### config.mk
export PLATFORM = sky130hd
export DESIGN_NAME = two_period_pin_toggler_unit
export DESIGN_NICKNAME = d
export VERILOG_FILES = /design/src/rtl/tpt_pkg.sv /design/src/rtl/tpt_cfg_regs.sv /design/src/rtl/tpt_core.sv /design/src/rtl/two_period_pin_toggler_unit.sv
export SDC_FILE = /design/constraint.sdc
export NUM_CORES = 1
export LEC_CHECK = 0
export BUFFER_PORTS_ARGS = -buffer_cell sky130_fd_sc_hd__buf_4
export CAP_MARGIN = 20
export CORE_MARGIN = 2
export CORE_UTILIZATION = 55
export CTS_BUF_LIST = sky130_fd_sc_hd__clkbuf_8 sky130_fd_sc_hd__clkbuf_16
export CTS_CLUSTER_SIZE = 12
export DETAILED_ROUTE_END_ITERATION = 12
export PLACE_DENSITY = 0.72
export SLEW_MARGIN = 20
export SYNTH_ARGS = -nofsm -noshare
export SYNTH_HDL_FRONTEND = slang
export SYNTH_HIERARCHICAL = 1
export SYNTH_SLANG_ARGS = --single-unit
### constraint.sdc
create_clock -name clk -period 12.5 [get_ports clk]
set_clock_uncertainty 0.2 [all_clocks]
set_input_delay 3.75 -clock clk [delete_from_list [all_inputs] [get_ports clk]]
set_output_delay 3.75 -clock clk [all_outputs]
set_load 0.02 [all_outputs]
### src/rtl/tpt_pkg.sv
// Shared types, widths and command codes of the two-period pin toggler.
package tpt_pkg;

  localparam int TIME_WIDTH   = 32;
  localparam int COUNT_WIDTH  = 16;
  localparam int PERIOD_WIDTH = 32;
  localparam int LIMIT_WIDTH  = 16;
  localparam int CFG_DATA_WIDTH = 32;
  localparam int CFG_INDEX_WIDTH = 3;
  localparam int CMP_WIDTH = (TIME_WIDTH > PERIOD_WIDTH) ? TIME_WIDTH : PERIOD_WIDTH;

  typedef enum logic [2:0] {
    CMD_TICK    = 3'd0,
    CMD_START   = 3'd1,
    CMD_RESTART = 3'd2,
    CMD_STOP    = 3'd3,
    CMD_RESUME  = 3'd4
  } cmd_t;

  typedef enum logic [CFG_INDEX_WIDTH-1:0] {
    REG_LOW_PERIOD   = 3'd0,
    REG_HIGH_PERIOD  = 3'd1,
    REG_START_LEVEL  = 3'd2,
    REG_TOGGLE_LIMIT = 3'd3
  } reg_idx_t;

  typedef struct packed {
    logic [PERIOD_WIDTH-1:0] low_period;
    logic [PERIOD_WIDTH-1:0] high_period;
    logic                    start_level;
    logic [LIMIT_WIDTH-1:0]  toggle_limit;
  } run_cfg_t;

  typedef struct packed {
    logic                   pin_level;
    logic                   active;
    logic [LIMIT_WIDTH-1:0] remaining_count;
  } result_t;

endpackage

### src/rtl/tpt_cfg_regs.sv
// Configuration registers and the copies latched by a start request.
module tpt_cfg_regs (
  input  logic                                  clk,
  input  logic                                  rst_n,
  input  logic                                  cfg_valid,
  input  logic [tpt_pkg::CFG_INDEX_WIDTH-1:0]   cfg_index,
  input  logic [tpt_pkg::CFG_DATA_WIDTH-1:0]    cfg_data,
  input  logic                                  item_valid,
  input  logic [2:0]                            command,
  output tpt_pkg::run_cfg_t                     live_cfg,
  output tpt_pkg::run_cfg_t                     lat_cfg
);
  import tpt_pkg::*;

  run_cfg_t live_r, live_nxt;
  run_cfg_t lat_r, lat_nxt;

  always_comb begin
    live_nxt = live_r;
    if (cfg_valid) begin
      unique case (cfg_index)
        REG_LOW_PERIOD:   live_nxt.low_period   = PERIOD_WIDTH'(cfg_data);
        REG_HIGH_PERIOD:  live_nxt.high_period  = PERIOD_WIDTH'(cfg_data);
        REG_START_LEVEL:  live_nxt.start_level  = cfg_data[0];
        REG_TOGGLE_LIMIT: live_nxt.toggle_limit = LIMIT_WIDTH'(cfg_data);
        default:          live_nxt = live_r;
      endcase
    end
  end

  always_comb begin
    lat_nxt = lat_r;
    if (item_valid && (command == CMD_START)) begin
      lat_nxt = live_r;
    end
  end

  always_ff @(posedge clk) begin
    if (!rst_n) begin
      live_r <= '0;
      lat_r  <= '0;
    end else begin
      live_r <= live_nxt;
      lat_r  <= lat_nxt;
    end
  end

  assign live_cfg = live_r;
  assign lat_cfg  = lat_r;

endmodule

### src/rtl/tpt_core.sv
// Toggler state and its combinational update for one request.
module tpt_core (
  input  logic              clk,
  input  logic              rst_n,
  input  logic              item_valid,
  input  logic [2:0]        command,
  input  logic              forced_level,
  input  tpt_pkg::run_cfg_t live_cfg,
  input  tpt_pkg::run_cfg_t lat_cfg,
  output tpt_pkg::result_t  result
);
  import tpt_pkg::*;

  logic                   level_r, level_nxt;
  logic                   phase_r, phase_nxt;
  logic [TIME_WIDTH-1:0]  elapsed_r, elapsed_nxt;
  logic [COUNT_WIDTH-1:0] remaining_r, remaining_nxt;
  logic                   counting_r, counting_nxt;
  logic                   running_r, running_nxt;
  logic                   started_r, started_nxt;

  logic [TIME_WIDTH-1:0]   elapsed_inc;
  logic [PERIOD_WIDTH-1:0] period;
  logic [COUNT_WIDTH-1:0]  remaining_dec;
  logic                    period_done;
  logic                    do_begin;
  run_cfg_t                src_cfg;

  assign elapsed_inc   = (&elapsed_r) ? elapsed_r : elapsed_r + TIME_WIDTH'(1);
  assign period        = phase_r ? lat_cfg.high_period : lat_cfg.low_period;
  assign period_done   = CMP_WIDTH'(elapsed_inc) >= CMP_WIDTH'(period);
  assign remaining_dec = remaining_r - COUNT_WIDTH'(1);

  always_comb begin
    level_nxt     = level_r;
    phase_nxt     = phase_r;
    elapsed_nxt   = elapsed_r;
    remaining_nxt = remaining_r;
    counting_nxt  = counting_r;
    running_nxt   = running_r;
    started_nxt   = started_r;
    do_begin      = 1'b0;
    src_cfg       = lat_cfg;

    if (item_valid) begin
      case (command)
        CMD_TICK: begin
          elapsed_nxt = elapsed_inc;
          if (running_r && period_done) begin
            level_nxt   = ~level_r;
            phase_nxt   = ~phase_r;
            elapsed_nxt = '0;
            if (counting_r) begin
              remaining_nxt = remaining_dec;
              if (remaining_dec == '0) begin
                running_nxt = 1'b0;
              end
            end
          end
        end
        CMD_START: begin
          src_cfg  = live_cfg;
          do_begin = 1'b1;
        end
        CMD_RESTART: begin
          do_begin = started_r;
        end
        CMD_STOP: begin
          level_nxt   = forced_level;
          running_nxt = 1'b0;
        end
        CMD_RESUME: begin
          if (started_r) begin
            running_nxt = 1'b1;
          end
        end
        default: ;
      endcase

      if (do_begin) begin
        level_nxt     = src_cfg.start_level;
        phase_nxt     = src_cfg.start_level;
        elapsed_nxt   = '0;
        remaining_nxt = COUNT_WIDTH'(src_cfg.toggle_limit);
        counting_nxt  = (src_cfg.toggle_limit != '0);
        running_nxt   = 1'b1;
        started_nxt   = 1'b1;
      end
    end
  end

  always_ff @(posedge clk) begin
    if (!rst_n) begin
      level_r     <= 1'b0;
      phase_r     <= 1'b0;
      elapsed_r   <= '0;
      remaining_r <= '0;
      counting_r  <= 1'b0;
      running_r   <= 1'b0;
      started_r   <= 1'b0;
    end else begin
      level_r     <= level_nxt;
      phase_r     <= phase_nxt;
      elapsed_r   <= elapsed_nxt;
      remaining_r <= remaining_nxt;
      counting_r  <= counting_nxt;
      running_r   <= running_nxt;
      started_r   <= started_nxt;
    end
  end

  // The result reflects the state after the request.
  assign result.pin_level       = level_nxt;
  assign result.active          = running_nxt;
  assign result.remaining_count = LIMIT_WIDTH'(remaining_nxt);

  // Nothing runs before a first start.
  a_run_needs_start: assert property (@(posedge clk) disable iff (!rst_n)
    running_r |-> started_r)
    else $error("running without a prior start");

  // Without counting the remaining count never moves from zero.
  a_idle_count_zero: assert property (@(posedge clk) disable iff (!rst_n)
    !counting_r |-> (remaining_r == '0))
    else $error("remaining count moved while counting is off");

  // A start always leaves the toggler running from a cleared elapsed time.
  a_start_runs: assert property (@(posedge clk) disable iff (!rst_n)
    (item_valid && (command == CMD_START)) |=>
      (running_r && started_r && (elapsed_r == '0)))
    else $error("start did not begin a run");

endmodule

### src/rtl/two_period_pin_toggler_unit.sv
// Top level of the two-period pin toggler: stream channels and result register.
//
//  channel | direction | payload                                          | handshake
//  in_     | slave     | tuser[2:0] command, tdata[0] forced_level        | tvalid/tready
//  out_    | master    | tdata[0] level, [1] active, [17:2] remaining     | tvalid/tready
//  cfg_    | slave     | cfg_index register, cfg_data value               | valid/ready
//
// Each request is handled combinationally; its result appears in the output register
// on the next cycle, so one request per cycle is sustained while out_tready stays high.
// The input is held off only while a result waits and out_tready is low.
// Reset is synchronous on rst_n low and clears all state and configuration to zero but out_data_r.
// Configuration writes are always accepted and apply at the next start.
module two_period_pin_toggler_unit (
  input  logic                                 clk,
  input  logic                                 rst_n,
  input  logic                                 in_tvalid,
  output logic                                 in_tready,
  input  logic [7:0]                           in_tdata,   // [0] forced_level
  input  logic [2:0]                           in_tuser,   // [2:0] command
  output logic                                 out_tvalid,
  input  logic                                 out_tready,
  output logic [23:0]                          out_tdata,  // [0] pin_level, [1] active,
                                                           // [17:2] remaining_count
  input  logic                                 cfg_valid,
  output logic                                 cfg_ready,
  input  logic [tpt_pkg::CFG_INDEX_WIDTH-1:0]  cfg_index,
  input  logic [tpt_pkg::CFG_DATA_WIDTH-1:0]   cfg_data
);
  import tpt_pkg::*;

  logic     item_valid;
  run_cfg_t live_cfg;
  run_cfg_t lat_cfg;
  result_t  result;
  logic     out_valid_r, out_valid_nxt;
  result_t  out_data_r;

  assign in_tready  = !out_valid_r || out_tready;
  assign item_valid = in_tvalid && in_tready;
  assign cfg_ready  = 1'b1;

  tpt_cfg_regs u_cfg (
    .clk        (clk),
    .rst_n      (rst_n),
    .cfg_valid  (cfg_valid),
    .cfg_index  (cfg_index),
    .cfg_data   (cfg_data),
    .item_valid (item_valid),
    .command    (in_tuser),
    .live_cfg   (live_cfg),
    .lat_cfg    (lat_cfg)
  );

  tpt_core u_core (
    .clk          (clk),
    .rst_n        (rst_n),
    .item_valid   (item_valid),
    .command      (in_tuser),
    .forced_level (in_tdata[0]),
    .live_cfg     (live_cfg),
    .lat_cfg      (lat_cfg),
    .result       (result)
  );

  assign out_valid_nxt = item_valid || (out_valid_r && !out_tready);

  always_ff @(posedge clk) begin
    if (!rst_n) begin
      out_valid_r <= 1'b0;
    end else begin
      out_valid_r <= out_valid_nxt;
    end
    if (item_valid) begin
      out_data_r <= result;
    end
  end

  assign out_tvalid = out_valid_r;
  assign out_tdata  = {6'b0, out_data_r.remaining_count, out_data_r.active,
                       out_data_r.pin_level};

  // Every accepted request yields a result on the next cycle.
  a_result_follows: assert property (@(posedge clk) disable iff (!rst_n)
    item_valid |=> out_valid_r)
    else $error("accepted request produced no result");

  // A stalled result blocks new requests so none is overwritten.
  a_no_overwrite: assert property (@(posedge clk) disable iff (!rst_n)
    (out_valid_r && !out_tready) |-> !item_valid)
    else $error("request accepted over a pending result");

endmodule

==> results of run 1 <==
worst max path at each step:
stage / to / depth (start not counted) / slack, ps
3_5_place_dp: in_tready / 3 / 4400
4_1_cts: in_tready / 3 / 4400
5_1_grt: in_tready / 3 / 4390
6_report: in_tready / 3 / 4400
2_1_floorplan: in_tready / 1 / 4640
3_3_place_gp: in_tready / 3 / 4400
flip-flops by register name, indices dropped and copies added (netlist names):
name,count
u_core/phase_r,1
out_tvalid,1
u_core/elapsed_r,32
u_cfg/lat_cfg,81
u_cfg/live_cfg,81
out_tdata,18
u_core/started_r,1
u_core/remaining_r,16
u_core/level_r,1
u_core/counting_r,1
u_core/running_r,1
worst max-delay path, delay by kind of cell:
kind                   cells  cell delay (ps)
and+or+nand+nor            1              140
buffers and inverters      2              260
final cells by class:
cell class | instances | area [um^2]
timing repair buffer | 73 | 572
inverter | 11 | 41.3
sequential | 234 | 4870
clock inverter | 8 | 37.5
multi-input combinational | 924 | 6340
clock buffer | 32 | 722
tap | 275 | 344
fill | 1830 | 7970
power by group:
| part | internal [mW] | leakage [nW] | switching (mW) |
|---|---|---|---|
| Sequential | 0.768 | 1.93 | 0.00620 |
| Clock | 0.401 | 0.397 | 0.287 |
| Combinational | 0.0445 | 3.03 | 0.0772 |
cells in the final DEF (no fill, tap or decap), types with 29 or more instances in the layout:
master,netlist,routed
ha_1,35,35
nor2_1,87,87
buf_4,10,71
mux2i_1,200,200
xnor2_1,31,31
dfxtp_1,216,215
nand2_1,256,256
a21oi_1,30,29
xor2_1,32,32
kinds of logic after synthesis:
family / share of synthesized area [%]
and+or+nand+nor: 19.7
DFF: 41.8
muxes: 17.3
AOI/OAI and AO/OA: 8.55
buffers and inverters: 4.08
xor gates and xnor gates: 4.74
adders and majority gates: 3.76
other: 0.0645
per-layer routing:
layer | vias to the layer above | GRT usage, %
met5 | - | 0
met4 | 0 | 8.48
met3 | 58 | 3.35
met2 | 207 | 38.9
met1 | 4125 | 30.1
li1 | 4414 | -
==> flow_summary.json, run 1 <==
{
  "status": "finished, final reports clean",
  "dr_wl_met3_um": 1130,
  "root_buffer": "clkbuf_16",
  "setup_violations": 0,
  "drtPass1Iterations": 7,
  "synth-edff-count": 18,
  "drive_gt1_share_pct": 11.2,
  "fp.coreArea_mm2": 0.0209,
  "wirelength_um": 25900,
  "num_rows": 53,
  "fmax_ghz": 0.123,
  "critPathMaxFanout": 3,
  "max_slew_margin_pct": 31.4,
  "rr_endpoint": "out_tdata[11]",
  "clock_latency_ps": 520,
  "wl_met2_um": 12300,
  "synth.top_cell.area_share_pct": 37.1,
  "viasPerCell": 5.65,
  "syn2layout_area_growth_pct": 11.0,
  "netlist_area_mm2": 0.0116,
  "place_ws_ps": 4400,
  "cts_tree": "yes",
  "die_y_um": 149,
  "topRoutingLayerUsed": "met4",
  "drc": 0,
  "io_buffer_count": 63,
  "post_cts_resized": 0,
  "fin_util_pct": 61.9,
  "fin_setup_tns_ps": 0,
  "grt_pass1_vias": 8419,
  "cts_buffer_depth": 3,
  "slowest_stage": "buf_4",
  "seq_area_frac_synth_pct": 41.8,
  "finalHoldViolations": 0,
  "arrival_ps": 4150,
  "diodes": 0,
  "place.gp.congestion": 0.899,
  "ctsHoldBuffers": 0,
  "ff2ff_path_depth": 15,
  "ant_nets": 0,
  "path_clk_slew_ps": 60,
  "track_usage_pct": 23.1,
  "start_util_pct": 55.7,
  "numCtsBuffers": 25,
  "grt_overflow": 0,
  "avgSynthCellArea_um2": 9.35,
  "routedWlPerCell_um": 16.7,
  "vdd_drop_max_mv": 0.130,
  "dp.cells": 1516,
  "end_kind": "output port",
  "synthMostInstantiatedCell": "nand2_1",
  "clock-sinks": 234,
  "slew_violations": 0,
  "stdcell_count": 1557,
  "reg2reg_slack_ps": 7290,
  "power_density_mw_per_mm2": 123,
  "post_dp_cell_area_mm2": 0.0121,
  "power_mw": 1.58,
  "hp-start": "u_cfg/lat_cfg[70]",
  "grt_pass1_wl_um": 42000,
  "ys_top_cells_by_count": "nand2_1, dfxtp_1, mux2i_1, nor2_1, ha_1",
  "path_cells": "buf_4 -> nand2b_4 -> buf_4",
  "tightest_slew_ps": 1030,
  "holdWs_ps": 257,
  "dp_hpwl_um": 17500,
  "synth_flop_cell": "dfxtp_1",
  "die_area_mm2": 0.0223,
  "synthCells": 1245,
  "htree_levels": 1,
  "fin_crit_sh_pct": 64.8,
  "r2r_start": "u_core/elapsed_r[0]",
  "ys.warnings.count": 6,
  "ios": 78,
  "critPathMaxStageDelay_ps": 150,
  "crit_type": "input pin to output port",
  "drv_cap": 0,
  "setup_ws_ps": 4400,
  "worstSetupStartpoint": "out_tready",
  "power_leakage_nw": 5.35,
  "antenna_found_initial": 0,
  "final_cell_area_mm2": 0.0129,
  "start_kind": "input pin",
  "hp-class": "flop to flop",
  "rsz0062_at_grt": "false",
  "nets": 1355,
  "yosysTopAreaCell": "dfxtp_1",
  "drtIter0Drc": 511,
  "asyncSetResetFlopFracSynth_pct": 0,
  "cts_setup_buffers": 0,
  "grt_max_degree": 108,
  "period_minus_slack_ps": 8100,
  "wl_met1_um": 11700,
  "worstHoldEndpoint": "u_cfg/lat_cfg[70]",
  "vias": 8804,
  "synth.area.top_cells": "dfxtp_1, mux2i_1, nand2_1",
  "min_delay_path_depth": 2,
  "die_width_um": 149,
  "synth_cell_types": 82,
  "yosys_register_bits": 234,
  "worstPathRequired_ps": 8550,
  "cp_common_cell": "buf_4"
}
Power figures use the tool's default switching activity.
==> run 2, diff against run 1 <==
Clock period 12.5 ns to 7.55 ns, I/O delays scaled along.
==> flow_summary.json, run 2 (same netlist as run 1, synthesis figures left out) <==
{
  "cts_buffer_depth": 3,
  "holdWs_ps": 258,
  "drv_cap": 0,
  "share_seq_of_total_power_pct": 48.0,
  "grt_pass1_wl_um": 42300,
  "hp-class": "flop to flop",
  "cts_setup_buffers": 0,
  "wirelength_um": 25700,
  "tightest_slew_ps": 1030,
  "clock_latency_ps": 520,
  "fmax_ghz": 0.191,
  "switching_share_pct": 22.9,
  "end_kind": "flop",
  "nets": 1355,
  "drtIter0Drc": 638,
  "viasPerCell": 5.68,
  "track_usage_pct": 23.3,
  "final_common_cell": "nand2_1",
  "path_clk_slew_ps": 60,
  "drive_gt1_share_pct": 11.3,
  "power_mw": 2.67,
  "num_rows": 53,
  "ant_nets": 0,
  "fin_util_pct": 62.0,
  "p_switching_uw": 611,
  "io_buffer_count": 63,
  "ctsHoldBuffers": 0,
  "htree_levels": 1,
  "ios": 78,
  "root_buffer": "clkbuf_16",
  "cts_tree": "yes",
  "final_cell_mix": "nand2_1, dfxtp_1, mux2i_1",
  "period_minus_slack_ps": 5240,
  "antenna_found_initial": 0,
  "diodes": 0,
  "grt_pass1_vias": 8486,
  "numCtsBuffers": 25,
  "start_kind": "flop",
  "critPathMaxStageDelay_ps": 470,
  "power_leakage_nw": 5.37,
  "clock-sinks": 234,
  "syn2layout_area_growth_pct": 11.3,
  "drc": 0,
  "finalHoldViolations": 0,
  "max_slew_margin_pct": 31.3,
  "routedWlPerCell_um": 16.5,
  "path_cells": "ha_1 -> and2_1 -> nand4b_1 -> or2_1 -> nand2b_1 -> nor2_1 -> xor2_1 -> ha_1 -> a21oi_1 -> o21ai_0 -> a21oi_1 -> and2_1 -> nand2_1 -> a311oi_1 -> a211oi_1",
  "fp.coreArea_mm2": 0.0209,
  "dp_hpwl_um": 17400,
  "ff2ff_path_depth": 15,
  "power_frac_comb_pct": 7.4,
  "min_delay_path_depth": 2,
  "start_util_pct": 55.7,
  "clkPwrFrac_pct": 44.6,
  "critPathMaxFanout": 11,
  "die_y_um": 149,
  "rsz0062_at_grt": "false",
  "crit_type": "flop to flop",
  "setup_ws_ps": 2310,
  "arrival_ps": 5270,
  "vias": 8850,
  "setup_violations": 0,
  "drtPass1Iterations": 5,
  "p_int_mw": 2.06,
  "post_cts_resized": 0,
  "fillerInstances": 1846,
  "die_width_um": 149,
  "slew_violations": 0,
  "worstPathRequired_ps": 7580,
  "status": "finished, final reports clean",
  "place.gp.congestion": 0.896,
  "die_area_mm2": 0.0223,
  "grt_max_degree": 114,
  "vdd_drop_max_mv": 0.196,
  "fin_crit_sh_pct": 69.5,
  "power_density_mw_per_mm2": 206,
  "grt_overflow": 0,
  "slowest_stage": "or2_1",
  "place_ws_ps": 2010,
  "fin_setup_tns_ps": 0
}
run 2: cell types whose count changed in the layout (fill, tap and decap cells not counted):
| cell | previous run | this run |
|---|---|---|
| clkbuf_8 | 7 | 9 |
| bufinv_16 | 0 | 1 |
| buf_12 | 0 | 1 |
| clkinv_4 | 1 | 0 |
| clkinv_2 | 2 | 1 |
| buf_16 | 1 | 0 |
run 2: path summary, 6_finish.rpt:
check	from	slack, ps	to
min reg2reg	u_cfg/lat_cfg[75]	260	u_cfg/lat_cfg[75]
max	u_core/elapsed_r[0]	2310	out_tdata[6]
max reg2reg	u_core/elapsed_r[0]	2310	out_tdata[6]
min	u_cfg/lat_cfg[75]	260	u_cfg/lat_cfg[75]
run 2: worst max-delay path, delay by kind of cell (launching register included):
kind                       cells  cell delay [ps]
DFF                            1              410
and+or+nand+nor                7             2170
adders and majority gates      2              680
xor gates and xnor gates       1              150
AOI/OAI and AO/OA              5             1330
run 2: stage by stage:
stage,cell area [um^2],instances
after floorplan,11700,1250
after CTS,12900,1557
after detailed placement,12100,1516
after global routing,13000,1558
final,13000,1558
after global placement,12100,1516
run 2: layer usage:
layer  share of wire (%)  global-route usage, %  wire length [um]  vias to the layer above
met5                   0                      0                 0                        -
met4                 3.4                   8.19               877                        0
met3                 4.6                   3.29              1190                       54
met2                  48                   39.4             12400                      190
met1                  44                   30.6             11300                     4171
li1                    -                      -                 -                     4435
run 2: power by group through the flow:
stage | Combinational (mW) | Clock, mW | Sequential [mW]
2_1_floorplan | 0.135 | 0 | 1.31
3_3_place_gp | 0.196 | 0 | 1.31
3_5_place_dp | 0.198 | 0 | 1.31
4_1_cts | 0.199 | 1.22 | 1.28
5_1_grt | 0.216 | 1.27 | 1.28
6_report | 0.199 | 1.19 | 1.28
run 2: area by class of cell:
type / count / area (um^2) / share of cell area [%]
inverters: 11 / 41.3 / 0.319
multi-input cells: 924 / 6340 / 48.9
clock inverters: 7 / 53.8 / 0.415
repair buffers: 73 / 564 / 4.35
clock buffers: 34 / 749 / 5.78
well taps: 275 / 344 / 2.66
flip-flops and latches: 234 / 4870 / 37.6
